$ cat src/rtl/lisc_pkg.sv
`default_nettype none
// ============================================================================
// lisc_pkg
// Shared codes and control types of the LRU image slot cache: result kinds,
// configuration register indexes and the command groups sent to the cells.
// ============================================================================
package lisc_pkg;

    localparam int KIND_W    = 3;
    localparam int ID_W      = 32;
    localparam int CFG_IDX_W = 2;
    localparam int CFG_DAT_W = 32;
    localparam int OUT_SLOT_W = 4;

    // Result kinds.
    localparam logic [KIND_W-1:0] KIND_NONE     = 3'd0;
    localparam logic [KIND_W-1:0] KIND_DEFAULT  = 3'd1;
    localparam logic [KIND_W-1:0] KIND_RESERVED = 3'd2;
    localparam logic [KIND_W-1:0] KIND_HIT      = 3'd3;
    localparam logic [KIND_W-1:0] KIND_FILLED   = 3'd4;
    localparam logic [KIND_W-1:0] KIND_FETCH    = 3'd5;
    localparam logic [KIND_W-1:0] KIND_NOSLOT   = 3'd6;

    // Configuration register indexes.
    localparam logic [CFG_IDX_W-1:0] CFG_DEFAULT_COUNT = 2'd0;
    localparam logic [CFG_IDX_W-1:0] CFG_RESERVE_LIMIT = 2'd1;
    localparam logic [CFG_IDX_W-1:0] CFG_SLOT_COUNT    = 2'd2;

    localparam logic [ID_W-1:0] RESERVE_LIMIT_RESET = 32'd100;
    localparam int              SLOT_COUNT_RESET    = 16;

    // Commands broadcast to every cell of the recency list.
    typedef struct packed {
        logic shift;    // cells at or above the given position take their neighbor
        logic append;   // the cell at the tail position takes the new entry
    } lru_cmd_t;

    // Commands broadcast to every cell of the free queue.
    typedef struct packed {
        logic init;     // reload the cell with its own slot number
        logic pop;      // every cell takes its neighbor
        logic push;     // the cell at the tail position takes the pushed slot
    } free_cmd_t;

endpackage
`default_nettype wire

$ cat src/rtl/lisc_lru_cell.sv
`default_nettype none
// ============================================================================
// lisc_lru_cell
// One position of the recency list: holds a slot number and its owner and
// mark tags, compares the tags with the request and shifts toward the head.
// ============================================================================
module lisc_lru_cell #(
    parameter int SW  = 4,
    parameter int CW  = 5,
    parameter int IDX = 0
) (
    input  wire                        aclk,
    input  lisc_pkg::lru_cmd_t         cmd,
    input  wire [CW-1:0]               pos,
    input  wire [CW-1:0]               tail,
    input  wire [lisc_pkg::ID_W-1:0]   req_owner,
    input  wire [lisc_pkg::ID_W-1:0]   req_mark,
    input  wire [SW-1:0]               new_slot,
    input  wire [SW-1:0]               nb_slot,
    input  wire [lisc_pkg::ID_W-1:0]   nb_owner,
    input  wire [lisc_pkg::ID_W-1:0]   nb_mark,
    output logic [SW-1:0]              slot_q,
    output logic [lisc_pkg::ID_W-1:0]  owner_q,
    output logic [lisc_pkg::ID_W-1:0]  mark_q,
    output logic                       owner_hit,
    output logic                       mark_hit
);
    import lisc_pkg::*;

    logic [SW-1:0]   slot_reg,  slot_next;
    logic [ID_W-1:0] owner_reg, owner_next;
    logic [ID_W-1:0] mark_reg,  mark_next;

    always_comb begin
        slot_next  = slot_reg;
        owner_next = owner_reg;
        mark_next  = mark_reg;
        if (cmd.append && (tail == CW'(IDX))) begin
            slot_next  = new_slot;
            owner_next = req_owner;
            mark_next  = req_mark;
        end else if (cmd.shift && (CW'(IDX) >= pos)) begin
            slot_next  = nb_slot;
            owner_next = nb_owner;
            mark_next  = nb_mark;
        end
    end

    always_ff @(posedge aclk) begin
        slot_reg  <= slot_next;
        owner_reg <= owner_next;
        mark_reg  <= mark_next;
    end

    assign slot_q    = slot_reg;
    assign owner_q   = owner_reg;
    assign mark_q    = mark_reg;
    assign owner_hit = (owner_reg == req_owner);
    assign mark_hit  = (mark_reg == req_mark);

endmodule
`default_nettype wire

$ cat src/rtl/lisc_free_cell.sv
`default_nettype none
// ============================================================================
// lisc_free_cell
// One position of the free slot queue: holds a slot number, moves toward
// the head on a pop and takes a returned slot when it is the tail.
// ============================================================================
module lisc_free_cell #(
    parameter int SW  = 4,
    parameter int CW  = 5,
    parameter int IDX = 0
) (
    input  wire                 aclk,
    input  wire                 aresetn,
    input  lisc_pkg::free_cmd_t cmd,
    input  wire [CW-1:0]        tail,
    input  wire [SW-1:0]        push_slot,
    input  wire [SW-1:0]        nb_slot,
    output logic [SW-1:0]       slot_q
);
    import lisc_pkg::*;

    logic [SW-1:0] slot_reg, slot_next;

    always_comb begin
        slot_next = slot_reg;
        if (cmd.init) begin
            slot_next = SW'(IDX);
        end else if (cmd.pop) begin
            slot_next = nb_slot;
        end else if (cmd.push && (tail == CW'(IDX))) begin
            slot_next = push_slot;
        end
    end

    always_ff @(posedge aclk) begin
        if (!aresetn) begin
            slot_reg <= SW'(IDX);
        end else begin
            slot_reg <= slot_next;
        end
    end

    assign slot_q = slot_reg;

endmodule
`default_nettype wire

$ cat src/rtl/lru_image_slot_cache.sv
`default_nettype none
// ============================================================================
// lru_image_slot_cache
// Fully associative image slot cache with least-recently-used replacement
// and a free slot queue, built as two rows of cells.
// ============================================================================
//
//  Channel | Direction | Handshake             | Payload
//  --------+-----------+-----------------------+---------------------------------
//  s_      | in        | s_valid / s_ready     | s_owner_id, s_mark_id, s_data_ready
//  m_      | out       | m_valid / m_ready     | m_kind, m_slot, m_evicted
//  cfg_    | in        | cfg_valid / cfg_ready | cfg_index, cfg_data
//
// Requests with owner zero, default marks or reserved marks go from the idle
// state straight to the done state, which loads the output register once it
// is free. A cache lookup walks the recency list one position a cycle from the
// least recent end; a miss with ready data, the longest case, passes through
// the search, miss, append and done states before its result is put out.
// Reset is synchronous: the list is emptied and the free queue holds slots
// 0 to min(16, SLOTS) - 1. A write of slot_count also empties the list and
// loads the free queue with slots 0 to min(cfg_data[4:0], SLOTS) - 1.
// A new item is accepted while the previous result still waits in the output
// register; a stalled output only holds the block in its final state.
// ============================================================================
module lru_image_slot_cache #(
    parameter int SLOTS = 16
) (
    input  wire                                  aclk,
    input  wire                                  aresetn,

    input  wire                                  s_valid,
    output logic                                 s_ready,
    input  wire [lisc_pkg::ID_W-1:0]             s_owner_id,
    input  wire [lisc_pkg::ID_W-1:0]             s_mark_id,
    input  wire                                  s_data_ready,

    output logic                                 m_valid,
    input  wire                                  m_ready,
    output logic [lisc_pkg::KIND_W-1:0]          m_kind,
    output logic [lisc_pkg::OUT_SLOT_W-1:0]      m_slot,
    output logic                                 m_evicted,

    input  wire                                  cfg_valid,
    output logic                                 cfg_ready,
    input  wire [lisc_pkg::CFG_IDX_W-1:0]        cfg_index,
    input  wire [lisc_pkg::CFG_DAT_W-1:0]        cfg_data
);
    import lisc_pkg::*;

    // Slot numbers need SW bits; counts of slots run from 0 to SLOTS.
    localparam int SW = (SLOTS > 1) ? $clog2(SLOTS) : 1;
    localparam int CW = $clog2(SLOTS + 1);
    localparam int RESET_SLOTS = (SLOTS < SLOT_COUNT_RESET) ? SLOTS : SLOT_COUNT_RESET;

    // Sequencer states.
    localparam logic [2:0] ST_IDLE   = 3'd0;
    localparam logic [2:0] ST_SEARCH = 3'd1;
    localparam logic [2:0] ST_MISS   = 3'd2;
    localparam logic [2:0] ST_APPEND = 3'd3;
    localparam logic [2:0] ST_DONE   = 3'd4;

    logic [2:0]        state_reg, state_next;
    logic [CW-1:0]     k_reg, k_next;
    logic [CW-1:0]     len_reg, len_next;
    logic [CW-1:0]     free_len_reg, free_len_next;
    logic [ID_W-1:0]   owner_reg, owner_next;
    logic [ID_W-1:0]   mark_reg, mark_next;
    logic              ready_reg, ready_next;
    logic [KIND_W-1:0] kind_reg, kind_next;
    logic [SW-1:0]     slot_reg, slot_next;
    logic              ev_reg, ev_next;
    logic              m_valid_reg, m_valid_next;
    logic [KIND_W-1:0] m_kind_reg, m_kind_next;
    logic [OUT_SLOT_W-1:0] m_slot_reg, m_slot_next;
    logic              m_evicted_reg, m_evicted_next;
    logic [7:0]        default_count_reg, default_count_next;
    logic [ID_W-1:0]   reserve_limit_reg, reserve_limit_next;

    // Cell row wiring.
    logic [SW-1:0]   lru_slot  [SLOTS];
    logic [ID_W-1:0] lru_owner [SLOTS];
    logic [ID_W-1:0] lru_mark  [SLOTS];
    logic [SW-1:0]   lru_nb_slot  [SLOTS];
    logic [ID_W-1:0] lru_nb_owner [SLOTS];
    logic [ID_W-1:0] lru_nb_mark  [SLOTS];
    logic [SLOTS-1:0] lru_owner_hit;
    logic [SLOTS-1:0] lru_mark_hit;
    logic [SW-1:0]   free_slot    [SLOTS];
    logic [SW-1:0]   free_nb_slot [SLOTS];

    lru_cmd_t      lru_cmd;
    logic [CW-1:0] lru_pos;
    free_cmd_t     free_cmd;

    logic          cur_hit;
    logic          cur_mhit;
    logic [SW-1:0] cur_slot;
    logic          out_free;
    logic          cfg_fire;
    logic [4:0]    cfg_count;

    // ------------------------------------------------------------------------
    // Recency list: cell 0 holds the least recently used slot.
    // ------------------------------------------------------------------------
    for (genvar i = 0; i < SLOTS; i++) begin : g_lru
        if (i == SLOTS - 1) begin : g_last
            assign lru_nb_slot[i]  = '0;
            assign lru_nb_owner[i] = '0;
            assign lru_nb_mark[i]  = '0;
        end else begin : g_mid
            assign lru_nb_slot[i]  = lru_slot[i+1];
            assign lru_nb_owner[i] = lru_owner[i+1];
            assign lru_nb_mark[i]  = lru_mark[i+1];
        end

        lisc_lru_cell #(
            .SW  (SW),
            .CW  (CW),
            .IDX (i)
        ) u_cell (
            .aclk      (aclk),
            .cmd       (lru_cmd),
            .pos       (lru_pos),
            .tail      (len_reg),
            .req_owner (owner_reg),
            .req_mark  (mark_reg),
            .new_slot  (slot_reg),
            .nb_slot   (lru_nb_slot[i]),
            .nb_owner  (lru_nb_owner[i]),
            .nb_mark   (lru_nb_mark[i]),
            .slot_q    (lru_slot[i]),
            .owner_q   (lru_owner[i]),
            .mark_q    (lru_mark[i]),
            .owner_hit (lru_owner_hit[i]),
            .mark_hit  (lru_mark_hit[i])
        );
    end

    // ------------------------------------------------------------------------
    // Free queue: cell 0 is the head.
    // ------------------------------------------------------------------------
    for (genvar i = 0; i < SLOTS; i++) begin : g_free
        if (i == SLOTS - 1) begin : g_last
            assign free_nb_slot[i] = '0;
        end else begin : g_mid
            assign free_nb_slot[i] = free_slot[i+1];
        end

        lisc_free_cell #(
            .SW  (SW),
            .CW  (CW),
            .IDX (i)
        ) u_cell (
            .aclk      (aclk),
            .aresetn   (aresetn),
            .cmd       (free_cmd),
            .tail      (free_len_reg),
            .push_slot (cur_slot),
            .nb_slot   (free_nb_slot[i]),
            .slot_q    (free_slot[i])
        );
    end

    // The walk looks at one list position per cycle; the selected cell's
    // compare results and slot number are picked out by the walk counter.
    always_comb begin
        cur_hit  = 1'b0;
        cur_mhit = 1'b0;
        cur_slot = '0;
        for (int i = 0; i < SLOTS; i++) begin
            if (k_reg == CW'(i)) begin
                cur_hit  = cur_hit | lru_owner_hit[i];
                cur_mhit = cur_mhit | lru_mark_hit[i];
                cur_slot = cur_slot | lru_slot[i];
            end
        end
    end

    assign out_free  = !m_valid_reg || m_ready;
    assign s_ready   = (state_reg == ST_IDLE);
    assign cfg_ready = 1'b1;
    assign cfg_fire  = cfg_valid && cfg_ready;
    assign cfg_count = cfg_data[4:0];

    always_comb begin
        state_next         = state_reg;
        k_next             = k_reg;
        len_next           = len_reg;
        free_len_next      = free_len_reg;
        owner_next         = owner_reg;
        mark_next          = mark_reg;
        ready_next         = ready_reg;
        kind_next          = kind_reg;
        slot_next          = slot_reg;
        ev_next            = ev_reg;
        m_valid_next       = m_valid_reg;
        m_kind_next        = m_kind_reg;
        m_slot_next        = m_slot_reg;
        m_evicted_next     = m_evicted_reg;
        default_count_next = default_count_reg;
        reserve_limit_next = reserve_limit_reg;
        lru_cmd            = '0;
        lru_pos            = k_reg;
        free_cmd           = '0;

        if (m_valid_reg && m_ready) begin
            m_valid_next = 1'b0;
        end

        unique case (state_reg)
            ST_IDLE: begin
                if (s_valid) begin
                    owner_next = s_owner_id;
                    mark_next  = s_mark_id;
                    ready_next = s_data_ready;
                    slot_next  = '0;
                    ev_next    = 1'b0;
                    k_next     = '0;
                    // Order of checks: no owner, built-in mark, reserved mark.
                    priority if (s_owner_id == '0) begin
                        kind_next  = KIND_NONE;
                        state_next = ST_DONE;
                    end else if (s_mark_id < {24'd0, default_count_reg}) begin
                        kind_next  = KIND_DEFAULT;
                        state_next = ST_DONE;
                    end else if (s_mark_id <= reserve_limit_reg) begin
                        kind_next  = KIND_RESERVED;
                        state_next = ST_DONE;
                    end else begin
                        state_next = ST_SEARCH;
                    end
                end
            end

            ST_SEARCH: begin
                if (k_reg == len_reg) begin
                    state_next = ST_MISS;
                end else if (cur_hit) begin
                    // The first entry of this owner leaves the list; the
                    // cells behind it close the gap.
                    lru_cmd.shift = 1'b1;
                    len_next      = len_reg - 1'b1;
                    slot_next     = cur_slot;
                    if (cur_mhit) begin
                        kind_next  = KIND_HIT;
                        state_next = ST_APPEND;
                    end else begin
                        // Stale mark: the slot goes back to the free queue.
                        free_cmd.push = 1'b1;
                        free_len_next = free_len_reg + 1'b1;
                        state_next    = ST_MISS;
                    end
                end else begin
                    k_next = k_reg + 1'b1;
                end
            end

            ST_MISS: begin
                priority if (!ready_reg) begin
                    kind_next  = KIND_FETCH;
                    slot_next  = '0;
                    state_next = ST_DONE;
                end else if (free_len_reg != '0) begin
                    slot_next     = free_slot[0];
                    free_cmd.pop  = 1'b1;
                    free_len_next = free_len_reg - 1'b1;
                    kind_next     = KIND_FILLED;
                    state_next    = ST_APPEND;
                end else if (len_reg != '0) begin
                    // Evict the least recent slot: the whole list moves up.
                    slot_next     = lru_slot[0];
                    lru_cmd.shift = 1'b1;
                    lru_pos       = '0;
                    len_next      = len_reg - 1'b1;
                    ev_next       = 1'b1;
                    kind_next     = KIND_FILLED;
                    state_next    = ST_APPEND;
                end else begin
                    kind_next  = KIND_NOSLOT;
                    slot_next  = '0;
                    state_next = ST_DONE;
                end
            end

            ST_APPEND: begin
                // The slot becomes most recent, tagged with the request.
                lru_cmd.append = 1'b1;
                len_next       = len_reg + 1'b1;
                state_next     = ST_DONE;
            end

            ST_DONE: begin
                if (out_free) begin
                    m_valid_next   = 1'b1;
                    m_kind_next    = kind_reg;
                    m_slot_next    = OUT_SLOT_W'(slot_reg);
                    m_evicted_next = ev_reg;
                    state_next     = ST_IDLE;
                end
            end

            default: begin
                state_next = ST_IDLE;
            end
        endcase

        // Register writes are to arrive only while the block is idle; the block itself does not enforce this.
        if (cfg_fire) begin
            unique case (cfg_index)
                CFG_DEFAULT_COUNT: begin
                    default_count_next = cfg_data[7:0];
                end
                CFG_RESERVE_LIMIT: begin
                    reserve_limit_next = cfg_data;
                end
                CFG_SLOT_COUNT: begin
                    free_cmd.init = 1'b1;
                    len_next      = '0;
                    if (32'(cfg_count) > SLOTS) begin
                        free_len_next = CW'(SLOTS);
                    end else begin
                        free_len_next = CW'(cfg_count);
                    end
                end
                default: begin
                end
            endcase
        end
    end

    always_ff @(posedge aclk) begin
        if (!aresetn) begin
            state_reg         <= ST_IDLE;
            len_reg           <= '0;
            free_len_reg      <= CW'(RESET_SLOTS);
            m_valid_reg       <= 1'b0;
            default_count_reg <= '0;
            reserve_limit_reg <= RESERVE_LIMIT_RESET;
        end else begin
            state_reg         <= state_next;
            len_reg           <= len_next;
            free_len_reg      <= free_len_next;
            m_valid_reg       <= m_valid_next;
            default_count_reg <= default_count_next;
            reserve_limit_reg <= reserve_limit_next;
        end
    end

    always_ff @(posedge aclk) begin
        k_reg         <= k_next;
        owner_reg     <= owner_next;
        mark_reg      <= mark_next;
        ready_reg     <= ready_next;
        kind_reg      <= kind_next;
        slot_reg      <= slot_next;
        ev_reg        <= ev_next;
        m_kind_reg    <= m_kind_next;
        m_slot_reg    <= m_slot_next;
        m_evicted_reg <= m_evicted_next;
    end

    assign m_valid   = m_valid_reg;
    assign m_kind    = m_kind_reg;
    assign m_slot    = m_slot_reg;
    assign m_evicted = m_evicted_reg;

endmodule
`default_nettype wire
$ cat config.mk
export PLATFORM = sky130hd
export DESIGN_NAME = lru_image_slot_cache
export DESIGN_NICKNAME = d
export VERILOG_FILES = /design/src/rtl/lisc_pkg.sv /design/src/rtl/lisc_lru_cell.sv /design/src/rtl/lisc_free_cell.sv /design/src/rtl/lru_image_slot_cache.sv
export SDC_FILE = /design/constraint.sdc
export NUM_CORES = 2
export LEC_CHECK = 0
export BUFFER_PORTS_ARGS = -buffer_cell sky130_fd_sc_hd__buf_4
export CAP_MARGIN = 25
export CORE_MARGIN = 2
export CORE_UTILIZATION = 35
export CTS_BUF_LIST = sky130_fd_sc_hd__clkbuf_8 sky130_fd_sc_hd__clkbuf_16
export DETAILED_ROUTE_END_ITERATION = 10
export PLACE_DENSITY_LB_ADDON = 0.25
export RECOVER_POWER = 50
export SLEW_MARGIN = 40
export SYNTH_ARGS = -nofsm -noshare
export SYNTH_HDL_FRONTEND = slang
export SYNTH_SLANG_ARGS = --single-unit
export TNS_END_PERCENT = 20
$ cat constraint.sdc
create_clock -name aclk -period 10.4 [get_ports aclk]
set_input_delay 0.52 -clock aclk [delete_from_list [all_inputs] [get_ports aclk]]
set_output_delay 0.52 -clock aclk [all_outputs]
set_load 0.05 [all_outputs]
==> flow_summary.toml <==
[route]
routed_wirelength_mm = 200
antenna_violating_nets_post_route = 0
detailedRoute.firstPassIterationCount = 6
via_density_per_instance = 5.35
maxUsedRoutingLayer = "met4"
drt-initial-drc-count = 3789
wl_per_cell_um = 24.7
detail_route.drc_violations = 0
met2_wirelength_mm = 98.0
dr_total_vias = 43300
route.layer.met1.wl_mm = 87.6
met3_length_mm = 10.2

[finish]
flow.area_growth_from_synthesis_pct = 12.2
mostFrequentLayoutCells = "1,174 x sky130_fd_sc_hd__edfxtp_1, 1,003 x sky130_fd_sc_hd__mux2_2, 923 x sky130_fd_sc_hd__xnor2_1"
multi_input_comb_area_mm2 = 0.0296
sequential_cell_area_mm2 = 0.0376
fillCellCount = 18600
final_layout_size_suffix_gt1_frac = 0.255
most_frequent_standard_cell_in_the_layout_excluding_fill_and_tap_cells = "sky130_fd_sc_hd__edfxtp_1"
layout.nets = 5511

[floorplanning]
std_cell_rows = 163
core_region_area_mm2 = 0.197
fp.dieW_um = 449
die_height_um = 449
floorplan_die_area_mm2 = 0.202
top_level_ports = 115
initial_core_util = 0.352

[clock_tree]
clk_root_buffer_cell = "sky130_fd_sc_hd__clkbuf_16"
clock-sinks = 1292
tritoncts.num_buffers = 143
tritoncts = "built"
clkSlewWorstSetupHoldPaths_ns = 0.06
max-clock-path-buffers = 3
insertion_delay_ns = 0.82
cts.repair.resized = 0
htree_num_levels = 4

[logic_synthesis]
synth_cell_type_count = 71
post_synth_edffs = 1174
ys_dominant_reg_cell = "sky130_fd_sc_hd__edfxtp_1"
yosys_register_bits = 1292
synth_fp_nets = 5473
syn_avg_cell_area_um2 = 13.1
synth_warnings = 0
synth_seq_area_share = 0.542
synthesis.instances = 5313
syn_area_mm2 = 0.0694
ys_async_sr_fraction = 0

[status]
failed_checks = "capacitance limit, slew limit"
result_of_the_run = "finished, violations left"

[timing]
skew_ns = 0.0276
timing.final.max_slew_violations = 1025
period_minus_slack_ns = 5.91
tightest_slew_ns = 4.64
post-route-worst-setup-slack_ns = 4.49
setup-tns-final_ns = 0
finalSetupViolations = 0
slew_headroom = -2.09
fin_crit_sh = 0.568
max_clock_freq_mhz = 169
setup_repair_after_global_routing_missed_its_margin = "no"
hold_viol_final = 0

[setup_path]
critical_path.endpoint_type = "flop"
cp-start-kind = "flop"
largest_fanout_on_the_critical_path = 36
worstSetupPathType = "flop to flop"
startpoint_of_the_lowest_slack_register_to_register_path = "state_reg[1]"
regToRegEndpoint = "g_lru[6].u_cell.owner_q[25]"
worst-r2r-setup-slack_ns = 4.49
worst_ep_arrival_time_ns = 6.45
worstPathRequired_ns = 10.94
worst_r2r_path_depth = 7

[hold_path]
hold_path.class = "input pin to flop"
holdCritStartpoint = "cfg_index[0]"
min_delay_path_depth = 4
worst_hold_path.endpoint = "default_count_reg[6]"

[run]
max-cap-violations = 18

[global_route]
antenna_found_initial = 3
largest_net_degree_at_the_start_of_global_routing = 73
grt_pass1_wl_mm = 298
groute.usage.overall = 0.194
grt-ovfl-total = 0
first_global_vias = 43900

[power]
vdd_ir_drop_max_mv = 0.137
power_density_mw_per_mm2 = 169
leakage_nw = 24.1

[placed_design]
port-buffer-count = 113
weighted_congestion_reported_at_the_end_of_routability_driven_placement = 0.922
pre_cts_ws_ns = 5.41
hpwl_mm = 139
-- cells by family (layout without fill, tap and decap cells) --
kind of cell               after synthesis  in the layout  share of synthesized area
DFF                                   1292           1292                      0.542
and+or+nand+nor                       1103           1103                     0.0872
muxes                                 1048           1048                      0.170
xor gates and xnor gates              1034           1034                      0.130
buffers and inverters                  504            659                     0.0349
AOI/OAI and AO/OA                      275            275                     0.0257
adders and majority gates               56             56                     0.0101
other                                    1              2                  0.0000540
-- Yosys cell counts, drive strengths merged (27+ instances only) --
cell type  instances  area share
edfxtp          1174        0.51
mux2            1021        0.17
xnor2            923        0.12
nand4            310       0.028
buf              241       0.021
nand2            234       0.013
clkbuf           203       0.011
nor4             129       0.012
dfxtp            118       0.034
nand3            118      0.0087
xor2             111       0.014
a21oi             91      0.0066
nor2              82      0.0044
and3              78      0.0070
inv               58      0.0031
ha                56       0.010
nor3              56      0.0040
o21ai             47      0.0034
o211ai            42      0.0045
mux2i             27      0.0039
-- timing repair --
item / CTS / global route
hold buffers: 100 / 0
setup endpoints to repair: 0 / 0
setup buffers: 0 / 0
endpoints found under the hold margin: 110 / 0
-- layer usage --
metal	up-vias	global-route usage
li1	19700	-
met1	22000	0.260
met2	1364	0.328
met3	273	0.0257
met4	0	0.0549
met5	-	0
-- metrics by stage --
stage,std cells,total power [W],hold WS [ns],utilization,cell area (um2)
after global placement,7733,0.00823,0.436,0.368,72500
final,8109,0.0131,0.153,0.395,77900
after CTS,8108,0.0133,0.104,0.397,78300
after detailed placement,7746,0.00824,0.417,0.369,72800
after floorplan,5313,0.00746,0.400,-,69400
after global routing,8109,0.0136,0.150,0.395,77900
-- report_power, final --
part           switching (W)  internal, W  leakage (nW)
logic                0.00161     0.000717          10.3
clock network        0.00217      0.00281          2.36
registers           0.000131      0.00571          11.5
total                0.00391      0.00924          24.1
-- cell type report --
cell class / instances / share of cell area
Antenna cell: 1 / 0.0000321
Clock buffer: 148 / 0.0471
Clock inverter: 114 / 0.0108
Inverter: 60 / 0.00289
Multi-Input combinational cell: 3517 / 0.381
Sequential cell: 1292 / 0.483
Tap cell: 2640 / 0.0424
Timing Repair Buffer: 337 / 0.0331
-- worst max path at each step --
stage                 start                           to  slack [ns]  depth (start not counted)
2_1_floorplan      k_reg[2]   g_lru[12].u_cell.mark_q[0]        2.55                         11
3_3_place_gp       k_reg[2]  g_lru[8].u_cell.owner_q[17]        5.15                         10
3_5_place_dp       k_reg[0]   g_lru[6].u_cell.owner_q[4]        5.41                         13
4_1_cts            k_reg[0]  g_lru[6].u_cell.owner_q[22]        5.36                         13
5_1_grt        state_reg[0]  g_lru[8].u_cell.owner_q[20]        4.09                          8
6_report       state_reg[1]  g_lru[6].u_cell.owner_q[25]        4.49                          7
-- critical path: stages (launching register included) --
cell,delay [ns]
sky130_fd_sc_hd__dfxtp_1,0.58
sky130_fd_sc_hd__nand2_1,0.12
sky130_fd_sc_hd__nor2_1,0.29
sky130_fd_sc_hd__nand3b_1,0.59
sky130_fd_sc_hd__nor2_4,0.22
sky130_fd_sc_hd__clkbuf_1,1.51
sky130_fd_sc_hd__clkbuf_1,1.75
sky130_fd_sc_hd__mux2_2,0.47
Power figures use the tool's default switching activity.
